[src/gscd_pkg.sv]
package gscd_pkg;

  localparam int unsigned HASH_W      = 64;
  localparam int unsigned CELL_W      = 8;
  localparam int unsigned PERIOD_W    = 4;
  localparam int unsigned PERIOD_MAX  = 15;
  localparam int unsigned RING_DEPTH  = 16;
  localparam int unsigned QUEUE_DEPTH = 2;
  localparam int unsigned QUEUE_AW    = $clog2(QUEUE_DEPTH);
  localparam int unsigned QUEUE_CW    = $clog2(QUEUE_DEPTH + 1);

  localparam logic [HASH_W-1:0] FNV_BASIS       = 64'hcbf2_9ce4_8422_2325;
  localparam logic [8:0]        FNV_PRIME_LO    = 9'h1b3;
  localparam int unsigned       FNV_PRIME_SHIFT = 40;

  typedef struct packed {
    logic              valid;
    logic [HASH_W-1:0] hash;
  } hash_beat_t;

  // prime is 2^40 + 0x1b3: one shift plus a 64x9 product
  function automatic logic [HASH_W-1:0] fnv_step(input logic [HASH_W-1:0] h,
                                                 input logic [CELL_W-1:0] b);
    logic [HASH_W-1:0] x;
    logic [HASH_W-1:0] lo;
    x  = h ^ {{(HASH_W-CELL_W){1'b0}}, b};
    lo = x * {{(HASH_W-9){1'b0}}, FNV_PRIME_LO};
    return (x << FNV_PRIME_SHIFT) + lo;
  endfunction

endpackage

[src/gscd_if.sv]
interface gscd_in_if;
  logic                         valid;
  logic                         ready;
  logic [gscd_pkg::CELL_W-1:0]  cell_value;
  logic                         last_cell;

  modport source (output valid, output cell_value, output last_cell, input ready);
  modport sink   (input valid, input cell_value, input last_cell, output ready);
endinterface

interface gscd_out_if;
  logic                          valid;
  logic                          ready;
  logic [gscd_pkg::HASH_W-1:0]   generation_hash;
  logic                          cycle_found;
  logic [gscd_pkg::PERIOD_W-1:0] cycle_period;

  modport source (output valid, output generation_hash, output cycle_found,
                  output cycle_period, input ready);
  modport sink   (input valid, input generation_hash, input cycle_found,
                  input cycle_period, output ready);
endinterface

[src/grid_state_cycle_detector_top.sv]
// Cells: one beat per cycle while the hash queue is not full; the FNV-1a fold of each cell
// updates the registered running hash. After the last cell, the ring search reads back stored
// hashes newest first in alternating read and compare states, over up to F-1 entries and
// stopping at the first match, F = ring fill (1..RING_DEPTH). A two-entry hash queue lets
// hashing of the next generation overlap the search.
// Reset: asynchronous, active low; the ring memory is not cleared, a fill count tracks it.
module grid_state_cycle_detector_top #(
  parameter int unsigned RING_DEPTH = gscd_pkg::RING_DEPTH
) (
  input  logic       clk_i,
  input  logic       rst_ni,
  gscd_in_if.sink    in_i,
  gscd_out_if.source out_o
);

  gscd_pkg::hash_beat_t push, head;
  logic                 full, pop;

  gscd_hash_front u_front (
    .clk_i  (clk_i),
    .rst_ni (rst_ni),
    .in_i   (in_i),
    .full_i (full),
    .push_o (push)
  );

  gscd_queue u_queue (
    .clk_i  (clk_i),
    .rst_ni (rst_ni),
    .push_i (push),
    .full_o (full),
    .head_o (head),
    .pop_i  (pop)
  );

  gscd_ring_back #(
    .RING_DEPTH (RING_DEPTH)
  ) u_back (
    .clk_i  (clk_i),
    .rst_ni (rst_ni),
    .head_i (head),
    .pop_o  (pop),
    .out_o  (out_o)
  );

endmodule

[src/gscd_hash_front.sv]
module gscd_hash_front (
  input  logic                 clk_i,
  input  logic                 rst_ni,
  gscd_in_if.sink              in_i,
  input  logic                 full_i,
  output gscd_pkg::hash_beat_t push_o
);

  logic [gscd_pkg::HASH_W-1:0] hash_q, hash_d;
  logic [gscd_pkg::HASH_W-1:0] step;
  logic                        take;

  assign in_i.ready = !full_i;
  assign take       = in_i.valid && !full_i;
  assign step       = gscd_pkg::fnv_step(hash_q, in_i.cell_value);

  assign push_o.valid = take && in_i.last_cell;
  assign push_o.hash  = step;

  always_comb begin
    hash_d = hash_q;
    if (take) begin
      hash_d = in_i.last_cell ? gscd_pkg::FNV_BASIS : step;
    end
  end

  always_ff @(posedge clk_i or negedge rst_ni) begin
    if (!rst_ni) begin
      hash_q <= gscd_pkg::FNV_BASIS;
    end else begin
      hash_q <= hash_d;
    end
  end

endmodule

[src/gscd_queue.sv]
module gscd_queue (
  input  logic                 clk_i,
  input  logic                 rst_ni,
  input  gscd_pkg::hash_beat_t push_i,
  output logic                 full_o,
  output gscd_pkg::hash_beat_t head_o,
  input  logic                 pop_i
);

  logic [gscd_pkg::HASH_W-1:0]   slot_q [gscd_pkg::QUEUE_DEPTH];
  logic [gscd_pkg::QUEUE_AW-1:0] wptr_q, rptr_q;
  logic [gscd_pkg::QUEUE_CW-1:0] cnt_q;
  logic                          do_push, do_pop;

  assign full_o       = (cnt_q == gscd_pkg::QUEUE_CW'(gscd_pkg::QUEUE_DEPTH));
  assign head_o.valid = (cnt_q != '0);
  assign head_o.hash  = slot_q[rptr_q];
  assign do_push      = push_i.valid && !full_o;
  assign do_pop       = pop_i && head_o.valid;

  function automatic logic [gscd_pkg::QUEUE_AW-1:0] nxt(
      input logic [gscd_pkg::QUEUE_AW-1:0] p);
    return (p == gscd_pkg::QUEUE_AW'(gscd_pkg::QUEUE_DEPTH - 1)) ? '0 : p + 1'b1;
  endfunction

  always_ff @(posedge clk_i) begin
    if (do_push) begin
      slot_q[wptr_q] <= push_i.hash;
    end
  end

  always_ff @(posedge clk_i or negedge rst_ni) begin
    if (!rst_ni) begin
      wptr_q <= '0;
      rptr_q <= '0;
      cnt_q  <= '0;
    end else begin
      if (do_push) begin
        wptr_q <= nxt(wptr_q);
      end
      if (do_pop) begin
        rptr_q <= nxt(rptr_q);
      end
      case ({do_push, do_pop})
        2'b10:   cnt_q <= cnt_q + 1'b1;
        2'b01:   cnt_q <= cnt_q - 1'b1;
        default: cnt_q <= cnt_q;
      endcase
    end
  end

endmodule

[src/gscd_ring_back.sv]
module gscd_ring_back #(
  parameter int unsigned RING_DEPTH = gscd_pkg::RING_DEPTH
) (
  input  logic                 clk_i,
  input  logic                 rst_ni,
  input  gscd_pkg::hash_beat_t head_i,
  output logic                 pop_o,
  gscd_out_if.source           out_o
);

  localparam int unsigned AW = $clog2(RING_DEPTH);
  localparam int unsigned CW = $clog2(RING_DEPTH + 1);

  typedef enum logic [3:0] {
    S_IDLE = 4'b0001,
    S_RD   = 4'b0010,
    S_CMP  = 4'b0100,
    S_DONE = 4'b1000
  } gscd_state_e;

  gscd_state_e                   state_q, state_d;
  logic [gscd_pkg::HASH_W-1:0]   ring [RING_DEPTH];
  logic [gscd_pkg::HASH_W-1:0]   rdata_q;
  logic [gscd_pkg::HASH_W-1:0]   newest_q, newest_d;
  logic [AW-1:0]                 wp_q, wp_d, rp_q, rp_d;
  logic [CW-1:0]                 fill_q, fill_d, fill_new;
  logic [CW-1:0]                 j_q, j_d;
  logic                          found_q, found_d;
  logic [gscd_pkg::PERIOD_W-1:0] period_q, period_d;
  logic                          mem_we, rd_en, load;

  logic                          ovalid_q;
  logic [gscd_pkg::HASH_W-1:0]   ohash_q;
  logic                          ofound_q;
  logic [gscd_pkg::PERIOD_W-1:0] operiod_q;

  function automatic logic [AW-1:0] inc(input logic [AW-1:0] p);
    return (p == AW'(RING_DEPTH - 1)) ? '0 : p + 1'b1;
  endfunction

  function automatic logic [AW-1:0] dec(input logic [AW-1:0] p);
    return (p == '0) ? AW'(RING_DEPTH - 1) : p - 1'b1;
  endfunction

  function automatic logic [gscd_pkg::PERIOD_W-1:0] sat(input logic [CW-1:0] v);
    return (32'(v) > gscd_pkg::PERIOD_MAX) ? gscd_pkg::PERIOD_W'(gscd_pkg::PERIOD_MAX)
                                           : gscd_pkg::PERIOD_W'(v);
  endfunction

  assign fill_new = (fill_q == CW'(RING_DEPTH)) ? fill_q : fill_q + 1'b1;

  always_comb begin
    state_d  = state_q;
    newest_d = newest_q;
    wp_d     = wp_q;
    rp_d     = rp_q;
    fill_d   = fill_q;
    j_d      = j_q;
    found_d  = found_q;
    period_d = period_q;
    mem_we   = 1'b0;
    rd_en    = 1'b0;
    load     = 1'b0;
    pop_o    = 1'b0;
    case (state_q)
      S_IDLE: begin
        if (head_i.valid) begin
          pop_o    = 1'b1;
          mem_we   = 1'b1;
          newest_d = head_i.hash;
          rp_d     = dec(wp_q);
          wp_d     = inc(wp_q);
          fill_d   = fill_new;
          j_d      = CW'(1);
          found_d  = 1'b0;
          period_d = '0;
          state_d  = (fill_new < CW'(2)) ? S_DONE : S_RD;
        end
      end
      S_RD: begin
        rd_en   = 1'b1;
        state_d = S_CMP;
      end
      S_CMP: begin
        if (rdata_q == newest_q) begin
          found_d  = 1'b1;
          period_d = sat(j_q);
          state_d  = S_DONE;
        end else if (j_q == fill_q - 1'b1) begin
          state_d = S_DONE;
        end else begin
          j_d     = j_q + 1'b1;
          rp_d    = dec(rp_q);
          state_d = S_RD;
        end
      end
      S_DONE: begin
        if (!ovalid_q || out_o.ready) begin
          load    = 1'b1;
          state_d = S_IDLE;
        end
      end
      default: state_d = S_IDLE;
    endcase
  end

  always_ff @(posedge clk_i) begin
    if (mem_we) begin
      ring[wp_q] <= head_i.hash;
    end
    if (rd_en) begin
      rdata_q <= ring[rp_q];
    end
  end

  always_ff @(posedge clk_i) begin
    newest_q <= newest_d;
    rp_q     <= rp_d;
    j_q      <= j_d;
    found_q  <= found_d;
    period_q <= period_d;
    if (load) begin
      ohash_q   <= newest_q;
      ofound_q  <= found_q;
      operiod_q <= period_q;
    end
  end

  always_ff @(posedge clk_i or negedge rst_ni) begin
    if (!rst_ni) begin
      state_q  <= S_IDLE;
      wp_q     <= '0;
      fill_q   <= '0;
      ovalid_q <= 1'b0;
    end else begin
      state_q <= state_d;
      wp_q    <= wp_d;
      fill_q  <= fill_d;
      if (load) begin
        ovalid_q <= 1'b1;
      end else if (out_o.ready) begin
        ovalid_q <= 1'b0;
      end
    end
  end

  assign out_o.valid           = ovalid_q;
  assign out_o.generation_hash = ohash_q;
  assign out_o.cycle_found     = ofound_q;
  assign out_o.cycle_period    = operiod_q;

endmodule

[src/flat_wrapper.sv]
// flat-port wrapper written by rule: the top's interface ports become plain ports
module grid_state_cycle_detector_top_flat 
#(
  parameter int unsigned RING_DEPTH = gscd_pkg::RING_DEPTH
)
  (clk_i, rst_ni, in_i_valid, in_i_cell_value, in_i_last_cell, in_i_ready, out_o_valid, out_o_generation_hash, out_o_cycle_found, out_o_cycle_period, out_o_ready);
  gscd_in_if in_i_i ();
  gscd_out_if out_o_i ();
  input  logic clk_i;
  input  logic rst_ni;
  input wire logic [$bits(in_i_i.valid)-1:0] in_i_valid;
  input wire logic [$bits(in_i_i.cell_value)-1:0] in_i_cell_value;
  input wire logic [$bits(in_i_i.last_cell)-1:0] in_i_last_cell;
  output wire logic [$bits(in_i_i.ready)-1:0] in_i_ready;
  output wire logic [$bits(out_o_i.valid)-1:0] out_o_valid;
  output wire logic [$bits(out_o_i.generation_hash)-1:0] out_o_generation_hash;
  output wire logic [$bits(out_o_i.cycle_found)-1:0] out_o_cycle_found;
  output wire logic [$bits(out_o_i.cycle_period)-1:0] out_o_cycle_period;
  input wire logic [$bits(out_o_i.ready)-1:0] out_o_ready;
  assign in_i_i.valid = in_i_valid;
  assign in_i_i.cell_value = in_i_cell_value;
  assign in_i_i.last_cell = in_i_last_cell;
  assign in_i_ready = in_i_i.ready;
  assign out_o_valid = out_o_i.valid;
  assign out_o_generation_hash = out_o_i.generation_hash;
  assign out_o_cycle_found = out_o_i.cycle_found;
  assign out_o_cycle_period = out_o_i.cycle_period;
  assign out_o_i.ready = out_o_ready;
  grid_state_cycle_detector_top #(.RING_DEPTH(RING_DEPTH)) u_core (.clk_i(clk_i), .rst_ni(rst_ni), .in_i(in_i_i), .out_o(out_o_i));
endmodule
[config.mk]
export PLATFORM = sky130hd
export DESIGN_NAME = grid_state_cycle_detector_top_flat
export DESIGN_NICKNAME = d
export VERILOG_FILES = /design/src/gscd_pkg.sv /design/src/gscd_if.sv /design/src/grid_state_cycle_detector_top.sv /design/src/gscd_hash_front.sv /design/src/gscd_queue.sv /design/src/gscd_ring_back.sv /design/src/flat_wrapper.sv
export SDC_FILE = /design/constraint.sdc
export NUM_CORES = 2
export LEC_CHECK = 0
export BUFFER_PORTS_ARGS = -buffer_cell sky130_fd_sc_hd__clkbuf_2
export CORE_UTILIZATION = 60
export CTS_CLUSTER_SIZE = 25
export DETAILED_ROUTE_END_ITERATION = 10
export PLACE_DENSITY = 0.79
export RECOVER_POWER = 100
export SLEW_MARGIN = 20
export SYNTH_ARGS = -nofsm -noshare
export SYNTH_HDL_FRONTEND = slang
export SYNTH_SLANG_ARGS = --single-unit
[constraint.sdc]
create_clock -name clk_i -period 19.47 [get_ports clk_i]
set_input_delay 0 -clock clk_i [delete_from_list [all_inputs] [get_ports clk_i]]
set_output_delay 0 -clock clk_i [all_outputs]
set_load 0.02 [all_outputs]
==> results.py <==
metrics = {
    "outcome": {
        "outcome": "finished, violations left",
        "failed_checks": "capacitance limit, slew limit",
    },
    "floorplan": {
        "io_pins": 84,
        "start_util_pct": 60.7,
        "die_width_um": 335,
        "coreArea_sq_um": 109000,
        "rows": 121,
        "die_y_um": 335,
        "die_area_sq_um": 112000,
    },
    "layout": {
        "final_nets": 4736,
        "antennaDiodeCount": 0,
        "area_growth_pct": 9.64,
        "drive_gt1_share_pct": 10.5,
    },
    "global_route": {
        "overflow": 0,
        "grt_max_degree": 72,
        "grt_pass1_wl_um": 243000,
        "antenna_found_initial": 0,
        "grt_usage_pct": 30.0,
        "first_global_vias": 37700,
    },
    "timing": {
        "relSlewSlack_pct": -231,
        "worst-slew-pin-transition_ns": 4.96,
        "clock.fmax_mhz": 99.1,
        "drv_slew": 1797,
        "period_needed_ns": 10.09,
        "finalHoldViolCount": 0,
        "post-route-period-util_pct": 51.8,
        "skew_ns": 0.0217,
        "rsz0062_at_grt": "false",
        "tns_ns": 0,
        "setup_violations": 0,
    },
    "detailed_routing": {
        "num_vias": 36900,
        "first_pass_iters": 8,
        "wl_per_cell_um": 28.1,
        "drtIter0Drc": 4142,
        "antenna_left": 0,
        "via_per_inst": 6.26,
        "drc": 0,
        "wl_um": 166000,
    },
    "critical_path": {
        "crit_path_start_kind": "flop",
        "cp.arrival_ns": 10.55,
        "crit_type": "flop to flop",
        "ff2ff_path_depth": 8,
        "reg2reg_to": "u_core.u_back.rdata_q[48]$_DFFE_PP_",
        "end_kind": "flop",
        "worst-path-max-fanout": 71,
        "r2r_setup_slack_ns": 9.38,
        "cp.required_ns": 19.93,
        "r2r_start": "u_core.u_back.rp_q[1]$_DFFE_PP_",
    },
    "synthesis": {
        "syn_avg_cell_area_sq_um": 15.9,
        "yosysSeqAreaShare_pct": 64.8,
        "synth_cells": 4179,
        "synth_edf_count": 1363,
        "yosysWarnings": 0,
        "synth.ff_latch_count": 1445,
        "ys.flop_type": "edfxtp_1",
        "synth.distinct_cells": 75,
        "synth_area_sq_um": 66400,
        "syn_nets": 4613,
        "async_reset_ff_share_pct": 5.67,
    },
    "place": {
        "hpwl_um": 103000,
        "portBuffers": 83,
        "place_congestion": 0.950,
    },
    "cts": {
        "insertion_delay_ns": 0.75,
        "post_cts_resize_count": 0,
        "root_buffer": "clkbuf_16",
        "cts_tree": "done",
        "clk_transition_reported_paths_ns": 0.06,
        "clock_path_buffers": 3,
        "htree_levels": 4,
        "clock-sinks": 1445,
        "numCtsBuffers": 141,
    },
    "worst_hold_path": {
        "holdPathStages": 3,
        "hp-start": "in_i_cell_value[1]",
        "min_delay_worst_endpoint": "u_core.u_queue.slot_q[0][1]$_DFFE_PP_",
        "hp-class": "primary input to flop",
    },
    "job": {
        "maxCapViolCount": 48,
    },
}
[metrics by stage]
| stage | instances | hold slack, ns | util [%] | worst slack, ns | area [sq um] |
|---|---|---|---|---|---|
| global route | 5890 | 0.127 | 66.6 | 9.33 | 72800 |
| detailed placement | 5627 | 0.0579 | 62.6 | 12.88 | 68500 |
| CTS | 5890 | 0.111 | 66.9 | 12.90 | 73100 |
| global placement | 5627 | 0.0537 | 62.6 | 13.02 | 68500 |
| finish | 5890 | 0.128 | 66.6 | 9.38 | 72800 |
| floorplan | 4179 | -0.296 | - | 11.78 | 66400 |
[final cells by class]
type	count	area (sq um)
inverter	443	1660
tap	1476	1850
timing repair buffer	140	654
clock inverter	69	713
sequential	1445	43000
multi-input combinational	2131	21000
clock buffer	186	3830
fill	7354	36500
[logic make-up (layout without fill, tap and decap cells)]
logic type,after synthesis,count (layout),share of synthesized area (%)
DFF,1445,1445,64.8
AOI/OAI and AO/OA,656,656,6.38
buffers and inverters,603,838,3.45
muxes,450,450,9.44
adders and majority gates,421,421,10.3
and+or+nand+nor,394,394,2.78
xor gates and xnor gates,210,210,2.78
[layout by cell type, fill, tap and decap left out, types with 27 or more instances in the layout]
cell type	synthesis	routed
mux4_2	128	128
clkbuf_16	0	146
dfstp_2	29	27
clkbuf_1	116	140
nor2_1	80	76
mux2_2	128	64
nand4_1	35	35
mux2_1	1	65
xnor2_1	155	156
a21o_1	57	57
a221oi_1	66	66
a22oi_1	66	66
dfrtp_1	53	53
xor2_1	54	54
inv_1	440	439
mux2i_1	193	193
ha_1	209	209
fa_1	212	212
edfxtp_1	1363	1363
o21ai_0	195	199
nand2_1	164	163
a21oi_1	150	154
[registers in the layout (all words and copies together), names as in the netlist, 5 cells and up]
| name | cells |
|---|---|
| u_core.u_back.fill_q | 5 |
| u_core.u_front.hash_q | 64 |
| u_core.u_back.newest_q | 64 |
| u_core.u_back.out_o.generation_hash | 64 |
| u_core.u_back.ring | 1024 |
| u_core.u_back.j_q | 5 |
| u_core.u_back.rdata_q | 64 |
| u_core.u_queue.slot_q | 128 |
[Yosys cell counts, types with 4 or more instances]
cell,number,area (sq um)
o21ai_1,5,25.0
buf_1,28,105
a211oi_1,4,30.0
xnor2_1,155,1360
a22oi_1,66,495
nand4_1,35,219
mux2i_1,193,1930
a21oi_1,150,751
mux4_2,128,2880
fa_1,212,4240
xor2_1,54,473
a22o_1,21,184
and3_1,11,68.8
inv_1,440,1650
edfxtp_1,1363,40900
ha_1,209,2620
o31a_1,6,52.6
o31ai_1,4,30.0
o211ai_1,4,30.0
nor3_1,15,75.1
clkbuf_1,116,435
buf_2,14,70.1
a21oi_2,4,35.0
nor2_1,80,300
nand2_1,164,616
a31oi_1,12,75.1
o21ai_0,195,976
nor4_1,8,50.1
a21o_1,57,428
nand3_1,16,80.1
dfrtp_1,53,1330
nand2b_1,15,93.8
dfstp_2,29,762
o21a_1,9,67.6
mux2_2,128,1440
and2_1,23,144
nor2b_1,8,50.1
o21bai_1,10,75.1
o22a_1,13,114
or3_1,4,25.0
a221oi_1,66,578
[timing repair]
| action | CTS | global route |
|---|---|---|
| endpoints found under the setup margin | 0 | 0 |
| endpoints found under the hold margin | 103 | 0 |
| hold buffers | 8 | 0 |
| setup buffers | 0 | 0 |
[metal layers]
layer / global-route usage [%] / wire length, um
met5: 0 / 0
met4: 14.1 / 8320
met3: 4.16 / 13600
met2: 49.1 / 80300
met1: 40.2 / 63400
[worst max-delay path by stage]
| stage | from | endpoint | slack (ns) | cells after the start |
|---|---|---|---|---|
| finish | u_core.u_back.rp_q[1]$_DFFE_PP_ | u_core.u_back.rdata_q[48]$_DFFE_PP_ | 9.38 | 8 |
| global route | u_core.u_back.rp_q[1]$_DFFE_PP_ | u_core.u_back.rdata_q[48]$_DFFE_PP_ | 9.33 | 8 |
| CTS | u_core.u_front.hash_q[4]$_DFFE_PN0P_ | u_core.u_front.hash_q[44]$_DFFE_PN1P_ | 12.90 | 18 |
| detailed placement | u_core.u_front.hash_q[0]$_DFFE_PN1P_ | u_core.u_front.hash_q[44]$_DFFE_PN1P_ | 12.88 | 17 |
| global placement | u_core.u_front.hash_q[4]$_DFFE_PN0P_ | u_core.u_front.hash_q[44]$_DFFE_PN1P_ | 13.02 | 18 |
| floorplan | u_core.u_back.state_q[3]$_DFFE_PN0P_ | u_core.u_back.rdata_q[0]$_DFFE_PP_ | 11.78 | 1 |
[critical path: stages, from the launching register on]
cell      delay, ns
edfxtp_1       0.35
clkbuf_1       1.17
clkbuf_1       1.04
nor2_4         0.32
clkbuf_1       1.86
clkbuf_1       3.57
a221oi_1       0.70
o21ai_0        0.54
nand2_1        0.17
Power is not shown: default switching activity piles up to over one toggle a cycle in this logic, so the estimate is an artifact.
